==> config.mk <==
export PLATFORM = sky130hd
export DESIGN_NAME = lfu_victim_pick
export DESIGN_NICKNAME = d
export VERILOG_FILES = /design/src/assert_macros.svh /design/src/lfu_pkg.sv /design/src/lfu_victim_pick.sv
export SDC_FILE = /design/constraint.sdc
export NUM_CORES = 1
export LEC_CHECK = 0
export BUFFER_PORTS_ARGS = -buffer_cell sky130_fd_sc_hd__buf_2
export CAP_MARGIN = 20
export CORE_ASPECT_RATIO = 1.5
export CORE_MARGIN = 4
export CORE_UTILIZATION = 45
export DETAILED_ROUTE_END_ITERATION = 8
export PLACE_DENSITY = 0.82
export SKIP_CTS_REPAIR_TIMING = 1
export SYNTH_ARGS = -nofsm -noshare
export SYNTH_HDL_FRONTEND = slang
export SYNTH_SLANG_ARGS = --single-unit
==> constraint.sdc <==
create_clock -name clk -period 9.59 [get_ports clk]
set_clock_uncertainty 0.05 [all_clocks]
set_input_delay 1.4385 -clock clk [delete_from_list [all_inputs] [get_ports clk]]
set_output_delay 1.4385 -clock clk [all_outputs]
set_load 0.01 [all_outputs]
==> src/assert_macros.svh <==
// Assertion macros shared by the policy RTL.
// Depends on a clock named clk and a reset named rst in the using module.
`ifndef ASSERT_MACROS_SVH
`define ASSERT_MACROS_SVH
// check outside reset
`define LPC_ASSERT(name, prop, msg) \
  name: assert property (@(posedge clk) disable iff (rst) prop) else $error(msg);
// check that also covers the reset cycles
`define LPC_ASSERT_RST(name, prop, msg) \
  name: assert property (@(posedge clk) prop) else $error(msg);
`endif

==> src/lfu_pkg.sv <==
// Package for the LFU page cache policy: sizes, entry types, saturating count.
// No dependencies.
package lfu_pkg;
  localparam int CACHE_SLOTS = 256;
  localparam int NUM_PAGES   = 65536;
  localparam int COUNT_BITS  = 16;
  localparam int STAMP_BITS  = 32;
  localparam int SLOT_BITS   = $clog2(CACHE_SLOTS);
  localparam int PAGE_BITS   = $clog2(NUM_PAGES);

  typedef logic [COUNT_BITS-1:0] count_t;
  typedef logic [STAMP_BITS-1:0] stamp_t;
  typedef logic [SLOT_BITS-1:0]  slot_idx_t;
  typedef logic [PAGE_BITS-1:0]  page_t;

  typedef struct packed {
    count_t    count;
    logic      resident;
    slot_idx_t slot;
  } page_entry_t;

  typedef struct packed {
    page_t  page;
    count_t count;
    stamp_t stamp;
    logic   dirty;
    logic [1:0] cls;
  } slot_entry_t;

  typedef struct packed {
    slot_idx_t  idx;
    page_t      page;
    logic       dirty;
    logic [1:0] cls;
  } victim_t;

  function automatic count_t count_up(count_t c);
    return (c == {COUNT_BITS{1'b1}}) ? c : count_t'(c + 1'b1);
  endfunction
endpackage

==> src/lfu_victim_pick.sv <==
// Running victim selection over the slot scan: lowest count, then oldest stamp,
// then lowest index. Depends on lfu_pkg.
module lfu_victim_pick import lfu_pkg::*; (
  input  logic        clk,
  input  logic        cmp_valid,
  input  slot_idx_t   cmp_idx,
  input  slot_entry_t entry,
  input  stamp_t      access_clock,
  output victim_t     best
);
  count_t best_count;
  stamp_t best_age;
  stamp_t age;
  logic   take;

  always_comb begin
    age  = stamp_t'(access_clock - entry.stamp);
    take = (cmp_idx == '0) || (entry.count < best_count) ||
           (entry.count == best_count && age > best_age);
  end

  always_ff @(posedge clk) begin
    if (cmp_valid && take) begin
      best_count <= entry.count;
      best_age   <= age;
      best.idx   <= cmp_idx;
      best.page  <= entry.page;
      best.dirty <= entry.dirty;
      best.cls   <= entry.cls;
    end
  end
endmodule

==> out/summary.txt, run 1 <==
Buffers on Ports - 135
Vias per cell - 5.31
Sequential share of the synthesized area - 43.0%
Number of CTS-inserted buffers - 9
Syn Inst Count - 519
Diodes inserted - 0
Clock Pin Slew Worst Setup and Hold Paths - 0.06 ns
Arrival time at the worst endpoint - 5.64 ns
Worst EP required - 9.52 ns
Crit end category - flip-flop
WS Path Type - in2reg
Starting density of the core - 45.7%
Final Critical Period - 5.71 ns
Die X - 96.1 um
Initial antenna violation count - 0
Worst Path Max Fanout - 33
Number of distinct library cells after synthesis - 42
Cell Area, Placed - 6120 um^2
Core Footprint - 11,500 um^2
Commonest register cell after synthesis - edfxtp_1
Worst hold start - best_count[0]$_DFFE_PP_
Worst setup SP type - input port
Setup crit start - entry[3]
Mapped Area - 5240 um^2
Synthesis-to-finish area growth - 23.3%
Leak - 3.12 nW
Multi-input logic area - 2650 um^2
I/O pin cnt - 136
FF+latch area - 2250 um^2
Mean Syn Cell Area - 10.1 um^2
Max_cap viols - 0
Post-route setup slack - 3.88 ns
Pwr Density - 169 nW/um^2
Yosys reg bits - 75
Fin crit share - 59.5%
First-pass GRT wire length - 18,800 um
Async S/R FF share, synth - 0%
Hold WS - 1.03 ns
YS warnings - 0
Synth Net Count - 708
Peak VDD IR - 0.0914 mV
GRT Overall Usage - 17.3%
Non-Filler Cell Area, Final - 6460 um^2
Pre-antenna DRT Iters - 5
Die height - 140 um
Worst r2r path cells - 7
Final Setup Violations - 0
Number of synthesized flops with an enable pin - 75
Worst-Margin Slew - 0.524 ns
Vias in the first global route - 4,360
Largest net degree at the start of global routing - 34
Initial drt markers - 111
Pre-CTS WS - 3.49 ns
Die area - 13,500 um^2
Clock Tree Buf Depth - 2
WL per Instance - 14.2 um
CTS tree - built
Clk_lat worst skew - 0.33 ns
Drt drc - 0
Vias post-DR - 4,348
# clock sinks - 75
Filler Cell Count - 1,038
Post-DP HPWL - 9660 um
CTS root buffer - clkbuf_16
Fmax - 175 MHz
GR Overflow Total - 0
Ratio of cells with drive above 1 in the final layout - 23.3%
Worst Hold Depth - 5
Post-route ant nets - 0
Total Routed Length - 11,600 um
Final TNS setup - 0 ns
Nets - 853
Final Hold Fails - 0
Final Max Tran Viols - 0
CTS H-Tree Depth - 3
Outcome - complete, no violations
Worst r2r src - best_count[10]$_DFFE_PP_
Routability cong. - 0.972
Max_slew headroom - 64.7%
RSZ-0062 raised after global routing - no
Hold Crit Class - reg2reg
Row count - 48
[worst max-delay path, stage by stage]
cell,delay (ns)
buf_2,0.10
ha_1,0.21
fa_1,0.40
nand2b_1,0.18
a21o_1,0.19
a21o_1,0.20
o31a_1,0.36
o311ai_4,0.36
a31oi_1,0.15
xnor2_1,0.17
ha_1,0.31
nand4_1,0.15
nor4_1,0.35
a31oi_1,0.19
o21ai_4,0.40
buf_4,0.46
[kinds of logic after synthesis]
kind of cell	after synthesis	synth area share, %
AOI/OAI and AO/OA	130	15.7
DFF	75	43.0
adders and majority gates	80	19.2
xor gates and xnor gates	30	5.01
buffers and inverters	93	6.68
and+or+nand+nor	111	10.4
[synthesized netlist by cell type, drive strengths merged (2+ instances only)]
master	n	share of area, %
nor2	17	1.2
o21ai	28	2.7
xor2	11	1.8
nand2	37	2.6
nand3	10	0.95
nor3	3	0.29
nand3b	3	0.43
a221oi	4	0.67
a21oi	50	4.8
o31ai	2	0.29
xnor2	19	3.2
a21o	16	2.3
nor2b	5	0.60
a31oi	5	0.60
nor4	5	0.60
ha	79	19
nand2b	7	0.84
inv	89	6.4
o21bai	3	0.43
nand4	15	1.8
and3	5	0.60
a221o	2	0.38
clkbuf	2	0.14
a211oi	5	0.72
a2111oi	2	0.33
and2	3	0.36
o211ai	4	0.57
edfxtp	75	43
o21a	2	0.29
[cell type report]
| class | count | share of cell area, % |
|---|---|---|
| timing repair buffer | 137 | 10.7 |
| clock buffer | 9 | 3.49 |
| inverter | 90 | 5.23 |
| tap | 150 | 2.91 |
| multi-input combinational | 351 | 41.0 |
| sequential | 75 | 34.9 |
| clock inverter | 7 | 1.80 |
[worst paths after layout]
kind / slack [ns] / to
worst max-delay path: 3.88 / best_age[16]$_DFFE_PP_
worst min-delay path: 1.03 / best_age[23]$_DFFE_PP_
worst max register to register: 6.84 / best_age[16]$_DFFE_PP_
worst min register to register: 1.03 / best_age[23]$_DFFE_PP_
[cells in the final DEF, fill, tap and decap left out, types with 11 or more instances in the layout]
cell      synthesis  final
buf_2             1    135
a21o_1           16     16
xor2_1           11     11
nor2_1           17     17
nand2_1          37     37
edfxtp_1         75     75
inv_1            89     89
ha_1             79     79
o21ai_0          26     25
a21oi_1          49     49
xnor2_1          19     19
nand4_1          15     15
[per-stage QoR]
step | util, % | total power [mW] | cells
2_1_floorplan | - | 0.629 | 519
3_3_place_gp | 53.3 | 0.706 | 803
3_5_place_dp | 53.3 | 0.719 | 803
4_1_cts | 56.3 | 1.10 | 819
5_1_grt | 56.3 | 1.16 | 819
6_report | 56.3 | 1.09 | 819
[metal layers]
layer | track usage (%) | routed length (um) | up-vias
met5 | 0 | 0 | -
met4 | 6.22 | 234 | 0
met3 | 2.04 | 592 | 23
met2 | 33.3 | 6340 | 139
met1 | 18.5 | 4440 | 2018
li1 | - | - | 2168
[registers in the layout, indices dropped and copies added (netlist names)]
| name | flops |
|---|---|
| best | 27 |
| best_age | 32 |
| best_count | 16 |
[power breakdown]
part	internal, mW	total (mW)	switching, mW	leakage (nW)
combinational	0.127	0.300	0.173	2.24
sequential	0.405	0.412	0.00716	0.710
clock	0.253	0.381	0.128	0.167
Note: power is estimated with default switching activity, not from simulation.
==> inputs of run 2 (changes only) <==
--- a/config.mk
+++ b/config.mk
@@ -5,13 +5,14 @@
 export SDC_FILE = /design/constraint.sdc
 export NUM_CORES = 1
 export LEC_CHECK = 0
+export ABC_AREA = 1
 export BUFFER_PORTS_ARGS = -buffer_cell sky130_fd_sc_hd__buf_2
 export CAP_MARGIN = 20
 export CORE_ASPECT_RATIO = 1.5
 export CORE_MARGIN = 4
 export CORE_UTILIZATION = 45
 export DETAILED_ROUTE_END_ITERATION = 8
-export PLACE_DENSITY = 0.82
+export PLACE_DENSITY = 0.79
 export SKIP_CTS_REPAIR_TIMING = 1
 export SYNTH_ARGS = -nofsm -noshare
 export SYNTH_HDL_FRONTEND = slang
==> constraint.sdc (replaced) <==
create_clock -name clk -period 5.7 [get_ports clk]
set_clock_uncertainty 0.05 [all_clocks]
set_input_delay 0.855 -clock clk [delete_from_list [all_inputs] [get_ports clk]]
set_output_delay 0.855 -clock clk [all_outputs]
set_load 0.01 [all_outputs]
==> run 2 against run 1 <==
  * Setup slack worse by 2.6 ns
  * Via count is 14% higher
  * Sequential power is 68% higher
  * Clock-buffer cell count stayed put
  * Core utilization is 0.053 points lower
  * Clock power is 66% higher
  * Synthesized cell count is 28% higher
==> out/summary.txt, run 2 <==
Outcome - complete, no violations
Commonest cells post-synth - nand2_1 (148), inv_1 (127), ha_1 (79)
Max_slew headroom - 63.3% (-1.4 points)
Drt drc - 0 (unchanged)
Die X - 98.8 um (+2.8%)
Setup crit start - entry[3]
Worst EP required - 5.64 ns (-3.88 ns)
Worst setup SP type - input port
Non-Filler Cell Area, Final - 6800 um^2 (+5.2%)
Slowest-stage cell, CP - fa_1
CTS H-Tree Depth - 3 (unchanged)
CTS root buffer - clkbuf_16
Leak - 3.48 nW (+12%)
Final Hold Fails - 0 (unchanged)
Mapped Area - 5570 um^2 (+6.2%)
Routability cong. - 0.962 (-1.0%)
# clock sinks - 75 (unchanged)
Die area - 14,300 um^2 (+5.8%)
Most numerous cell in the Yosys netlist - nand2_1
Hold Crit Class - in2reg
Worst path cell trace - buf_2 > ha_1 > fa_1 > o21ai_2 > nand2_2 > nand2_2 > nand3_2 > nand2_2 > nand3_1 > nand3_1 > nand2_1 > ha_1 > nand2_1 > nor2_1 > nand2_1 > nor2_1 > nand2_1 > nand2_1 > nand2_1 > a21oi_4 > buf_12
Async S/R FF share, synth - 0% (unchanged)
Commonest register cell after synthesis - edfxtp_1
Starting density of the core - 46.1% (+0.41 points)
Most common cell after layout, fill and taps aside - nand2_1
Final Setup Violations - 0 (unchanged)
Die height - 144 um (+2.9%)
Worst-Margin Slew - 0.546 ns (+0.0213 ns)
Total Routed Length - 14,000 um (+20%)
Critical path's most frequent cell - nand2_1
RR Endpoint - best[11]$_DFFE_PP_
Number of synthesized flops with an enable pin - 75 (unchanged)
Biggest regs - best_age x32, best x27, best_count x16
Post-route setup slack - 1.27 ns (-2.62 ns)
Vias post-DR - 4,964 (+14%)
Peak VDD IR - 0.121 mV (+33%)
Sequential share of the synthesized area - 40.4% (-2.5 points)
Buffers and inverters on the worst path - 2 (unchanged)
Synthesis-to-finish area growth - 22.0%
Syn Inst Count - 664 (+28%)
Max reg flops - 32 (unchanged)
Worst r2r src - best_count[7]$_DFFE_PP_
I/O pin cnt - 136 (unchanged)
Crit path max-delay family - simple AND/OR/NAND/NOR gates
GR Overflow Total - 0 (unchanged)
Diodes inserted - 0 (unchanged)
Top cells by area, synth - edfxtp_1 (40%), ha_1 (18%), nand2_1 (10%)
Vias per cell - 5.13 (-3.3%)
Commonest non-fill, non-tap cells in the layout - nand2_1 (148), buf_2 (135), inv_1 (127)
Clock Pin Slew Worst Setup and Hold Paths - 0.06 ns (about the same)
Initial drt markers - 267 (+140%)
Fin crit share - 77.8%
Nets - 1,000 (+17%)
Yosys reg bits - 75 (unchanged)
Initial antenna violation count - 0 (unchanged)
Pwr Density - 273 nW/um^2 (+61%)
Final Critical Period - 4.43 ns
Worst path max stage delay - 0.44 ns (-0.02 ns)
Cell Area, Placed - 6470 um^2 (+5.7%)
YS warnings - 0 (unchanged)
GRT Overall Usage - 19.5% (+2.2 points)
Synth Net Count - 853 (+20%)
Pre-CTS WS - 0.933 ns (-2.56 ns)
Largest net degree at the start of global routing - 66 (+94%)
WS Path Type - in2reg
Pre-antenna DRT Iters - 5 (unchanged)
WP depth - 21 (+5)
Number of CTS-inserted buffers - 9 (unchanged)
Worst r2r path cells - 9 (+2)
Final Max Tran Viols - 0 (unchanged)
First-pass GRT wire length - 21,900 um (+16%)
Arrival time at the worst endpoint - 4.38 ns (-1.26 ns)
Largest area contributor in the netlist - edfxtp_1
Final TNS setup - 0 ns (unchanged)
Buffers on Ports - 135 (unchanged)
Worst Path Max Fanout - 65 (+97%)
Total chip power - 1.85 mW (+69%)
Post-route ant nets - 0 (unchanged)
Yosys top cell area share - 40.4% (-2.5 points)
Clk_lat worst skew - 0.33 ns (about the same)
Vias in the first global route - 4,713 (+8.1%)
Ratio of cells with drive above 1 in the final layout - 20.5% (-2.8 points)
Crit end category - flip-flop
Number of distinct library cells after synthesis - 29 (-31%)
Endpoint of the worst setup timing path - best[11]$_DFFE_PP_
RSZ-0062 raised after global routing - no
Max_cap viols - 0 (unchanged)
WL per Instance - 14.5 um (+2.0%)
Worst R2R Setup Slack - 3.09 ns (-3.75 ns)
CTS tree - built
Post-DP HPWL - 11,700 um (+21%)
Core Footprint - 12,100 um^2 (+5.3%)
Biggest register - best_age
Clock Tree Buf Depth - 2 (unchanged)
Fmax - 226 MHz
Mean Syn Cell Area - 8.39 um^2 (-17%)
Row count - 49 (+2.1%)
-- run 2: worst min-delay path by stage --
stage               slack, ns       from  cells past startpoint                 end
detailed placement       0.98  entry[60]                      1  best[12]$_DFFE_PP_
finish                   0.65  entry[62]                      1  best[14]$_DFFE_PP_
global route             0.64  entry[62]                      1  best[14]$_DFFE_PP_
CTS                      0.64  entry[62]                      1  best[14]$_DFFE_PP_
floorplan                0.90   entry[0]                      0   best[0]$_DFFE_PP_
global placement         0.98   entry[0]                      1   best[0]$_DFFE_PP_
-- run 2: cell type report --
type,instances,area (um^2)
Fill cell,1122,5280
Multi-Input combinational cell,462,2850
Sequential cell,75,2250
Timing Repair Buffer,136,696
Inverter,127,477
Clock buffer,9,225
Tap cell,153,191
Clock inverter,5,104
-- run 2: cells by family (layout without fill, tap and decap cells) --
logic type,after synthesis,count (layout),synth area share [%]
and+or+nand+nor,256,256,19.3
buffers and inverters,127,277,8.56
AOI/OAI and AO/OA,108,108,10.7
adders and majority gates,80,80,18.1
DFF,75,75,40.4
xor gates and xnor gates,18,18,2.83
-- run 2: layer usage --
metal  global-route usage, %  share of wire, %
met5                       0                 0
met2                    34.7                51
met1                    21.3                37
met3                    3.28               6.1
met4                    12.8               5.8
-- run 2: through the flow --
step	utilization (%)	hold WS [ns]	cells
global route	56.3	0.636	967
global placement	53.5	0.982	953
floorplan	-	0.904	664
finish	56.3	0.650	967
CTS	56.3	0.637	967
detailed placement	53.5	0.983	953
-- run 2: power by group --
group          total, mW  switching, mW  internal, mW  leakage [nW]
registers          0.691         0.0115         0.680         0.710
clock network      0.634          0.212         0.422         0.161
logic              0.528          0.327         0.201          2.61
total               1.85          0.550          1.30          3.48
==> inputs of run 3 (changes only) <==
--- a/config.mk
+++ b/config.mk
@@ -5,14 +5,14 @@
 export SDC_FILE = /design/constraint.sdc
 export NUM_CORES = 1
 export LEC_CHECK = 0
-export ABC_AREA = 1
+export ABC_AREA = 0
 export BUFFER_PORTS_ARGS = -buffer_cell sky130_fd_sc_hd__buf_2
 export CAP_MARGIN = 20
 export CORE_ASPECT_RATIO = 1.5
 export CORE_MARGIN = 4
 export CORE_UTILIZATION = 45
 export DETAILED_ROUTE_END_ITERATION = 8
-export PLACE_DENSITY = 0.79
+export PLACE_DENSITY = 0.82
 export SKIP_CTS_REPAIR_TIMING = 1
 export SYNTH_ARGS = -nofsm -noshare
 export SYNTH_HDL_FRONTEND = slang
==> constraint.sdc (replaced) <==
create_clock -name clk -period 3.65 [get_ports clk]
set_clock_uncertainty 0.05 [all_clocks]
set_input_delay 0.5475 -clock clk [delete_from_list [all_inputs] [get_ports clk]]
set_output_delay 0.5475 -clock clk [all_outputs]
set_load 0.01 [all_outputs]
==> run 3 against run 2 <==
  * The flow now finishes with violations (setup timing)
  * Non-clock buffer count increased by 102
  * Clock power increased by 45%
  * Setup slack got worse by 1.9 ns
  * Sequential power increased by 56%
  * Via count decreased by 1.3%
  * Combinational power increased by 99%
  * Sequential share of layout area decreased by 2.8 points
  * First-iteration DRC count decreased by 31%
  * Hold slack got worse by 0.31 ns
  * Total power increased by 65%
  * Design area increased by 9.4%
  * Critical path depth decreased by 4
  * Critical endpoint is now best_age[17]$_DFFE_PP_
  * Largest cell class unchanged
==> out/summary.txt, run 3 (synthesized netlist as in run 1, its figures left out) <==
Outcome - complete, but fails checks
Failing checks - setup timing
Clock Tree Buf Depth - 2 (unchanged)
Fin crit share - 118%
Pre-antenna DRT Iters - 5 (unchanged)
Final Max Tran Viols - 0 (unchanged)
Arrival time at the worst endpoint - 4.28 ns (-0.10 ns)
Buffers and inverters on the worst path - 3 (+1)
CTS root buffer - clkbuf_16
Drt drc - 0 (unchanged)
Row count - 48 (-2.0%)
Die height - 140 um (-2.8%)
Clock Pin Slew Worst Setup and Hold Paths - 0.06 ns (about the same)
Commonest non-fill, non-tap cells in the layout - buf_2 (133), buf_4 (98), inv_1 (88)
Filler Cell Count - 889 (-21%)
Hold Crit Class - in2reg
Crit path max-delay family - compound AO/OA/AOI/OAI gates
# clock sinks - 75 (unchanged)
WL per Instance - 15.0 um (+4.0%)
Die X - 96.1 um (-2.7%)
Worst-Margin Slew - 0.497 ns (-0.0488 ns)
Final TNS setup - -46.86 ns (-46.86 ns)
Largest net degree at the start of global routing - 33 (-50%)
Number of CTS-inserted buffers - 9 (unchanged)
Leak - 3.65 nW (+5.0%)
First-pass GRT wire length - 21,800 um (-0.57%)
Biggest register - best_age
GRT Overall Usage - 20.1% (+0.57 points)
Final Setup Violations - 75 (+75)
Peak VDD IR - 0.250 mV (+110%)
Critical path's most frequent cell - a21o_1
I/O pin cnt - 136 (unchanged)
RSZ-0062 raised after global routing - yes
Vias per cell - 5.32 (+3.6%)
Clk_lat worst skew - 0.33 ns (about the same)
Final core utilization - 64.8% (+8.5 points)
Max_slew headroom - 66.6% (+3.3 points)
Max reg flops - 32 (unchanged)
FF+latch area - 2250 um^2 (unchanged)
Routability cong. - 0.923 (-4.1%)
Fmax - 233 MHz
Post-DP HPWL - 10,800 um (-7.0%)
Ratio of cells with drive above 1 in the final layout - 36.1% (+16 points)
Vias in the first global route - 5,163 (+9.5%)
Most common cell after layout, fill and taps aside - buf_2
Slowest-stage cell, CP - nor4_2
Initial drt markers - 183 (-31%)
Die area - 13,500 um^2 (-5.5%)
Worst path max stage delay - 0.36 ns (-0.08 ns)
Biggest regs - best_age x32, best x27, best_count x16
Worst path cell trace - buf_8 > inv_8 > ha_4 > fa_2 > nand2b_4 > a21o_1 > a21o_1 > o31a_1 > o311ai_4 > a32oi_2 > xnor2_1 > ha_1 > nand4_1 > nor4_2 > a31oi_2 > o21ai_4 > buf_12
Post-route ant nets - 0 (unchanged)
Final Hold Fails - 0 (unchanged)
Worst Path Max Fanout - 32 (-51%)
Pwr Density - 411 nW/um^2 (+51%)
Initial antenna violation count - 1 (+1)
Final Critical Period - 4.30 ns
Worst setup SP type - input port
Max_cap viols - 0 (unchanged)
Starting density of the core - 45.7% (-0.41 points)
Crit end category - flip-flop
Core Footprint - 11,500 um^2 (-5.0%)
Worst EP required - 3.63 ns (-2.01 ns)
CTS tree - built
Buffers on Ports - 135 (unchanged)
Vias post-DR - 4,899 (-1.3%)
Multi-input logic area - 2820 um^2 (-1.2%)
Total Routed Length - 13,800 um (-0.94%)
CTS H-Tree Depth - 3 (unchanged)
Nets - 954 (-4.6%)
Synthesis-to-finish area growth - 41.8%
GR Overflow Total - 0 (unchanged)
Total chip power - 3.06 mW (+65%)
WS Path Type - in2reg
Post-route setup slack - -0.651 ns (-1.92 ns)
[run 3: cell count changes in the layout (fill, tap and decap cells not counted), moves of 5 or more]
cell and delta:
inv_1 -39, nand2b_1 +6, a21o_1 +14, xnor2_1 +13, nor3_1 -5, nand4_1 +9
nor2_1 -37, nand3_1 -14, nand2_1 -111, buf_4 +98, a21oi_1 -19, nand2_2 -6
nor2b_1 +5
[run 3: cell type report]
cell class	instances	area share (%)
diodes	1	0.0337
clock inverters	6	1.08
inverters	90	4.65
repair buffers	238	20.4
flip-flops and latches	75	30.3
multi-input cells	351	37.9
well taps	150	2.53
clock buffers	10	3.08
[run 3: report_power, final]
group          internal [mW]  switching [mW]
clock                  0.592           0.327
combinational          0.497           0.554
sequential              1.06          0.0206
[run 3: worst paths after layout]
kind / cells after the start / slack, ns / endpoint / from
worst min-delay path: 1 / 0.34 / best[1]$_DFFE_PP_ / entry[1]
worst min register to register: 6 / 1.15 / best_count[0]$_DFFE_PP_ / best_count[11]$_DFFE_PP_
worst max register to register: 10 / 1.19 / best_age[17]$_DFFE_PP_ / best_age[1]$_DFFE_PP_
worst max-delay path: 17 / -0.65 / best_age[17]$_DFFE_PP_ / access_clock[0]
[run 3: worst register-to-register path, cell delays in order (launching register included)]
cell	delay, ns
edfxtp_1	0.34
inv_1	0.05
ha_1	0.29
nor2b_1	0.13
o21ai_0	0.08
nand2b_1	0.08
a21oi_1	0.08
o31ai_1	0.29
a31oi_2	0.17
o21ai_4	0.32
buf_12	0.26
[run 3: per-layer routing]
layer	share of wire (%)	global-route usage, %
met1	35	19.6
met2	55	38.2
met3	5.6	3.06
met4	4.3	11.2
met5	0	0
[run 3: metrics by stage]
stage	area (um^2)	worst slack (ns)	cells	hold WS, ns
after detailed placement	6860	-1.08	893	0.676
final	7430	-0.651	921	0.343
after floorplan	5290	-1.29	519	0.596
after global placement	6860	-0.821	893	0.675
after global routing	7430	-0.780	921	0.330
after CTS	7160	-0.765	909	0.331
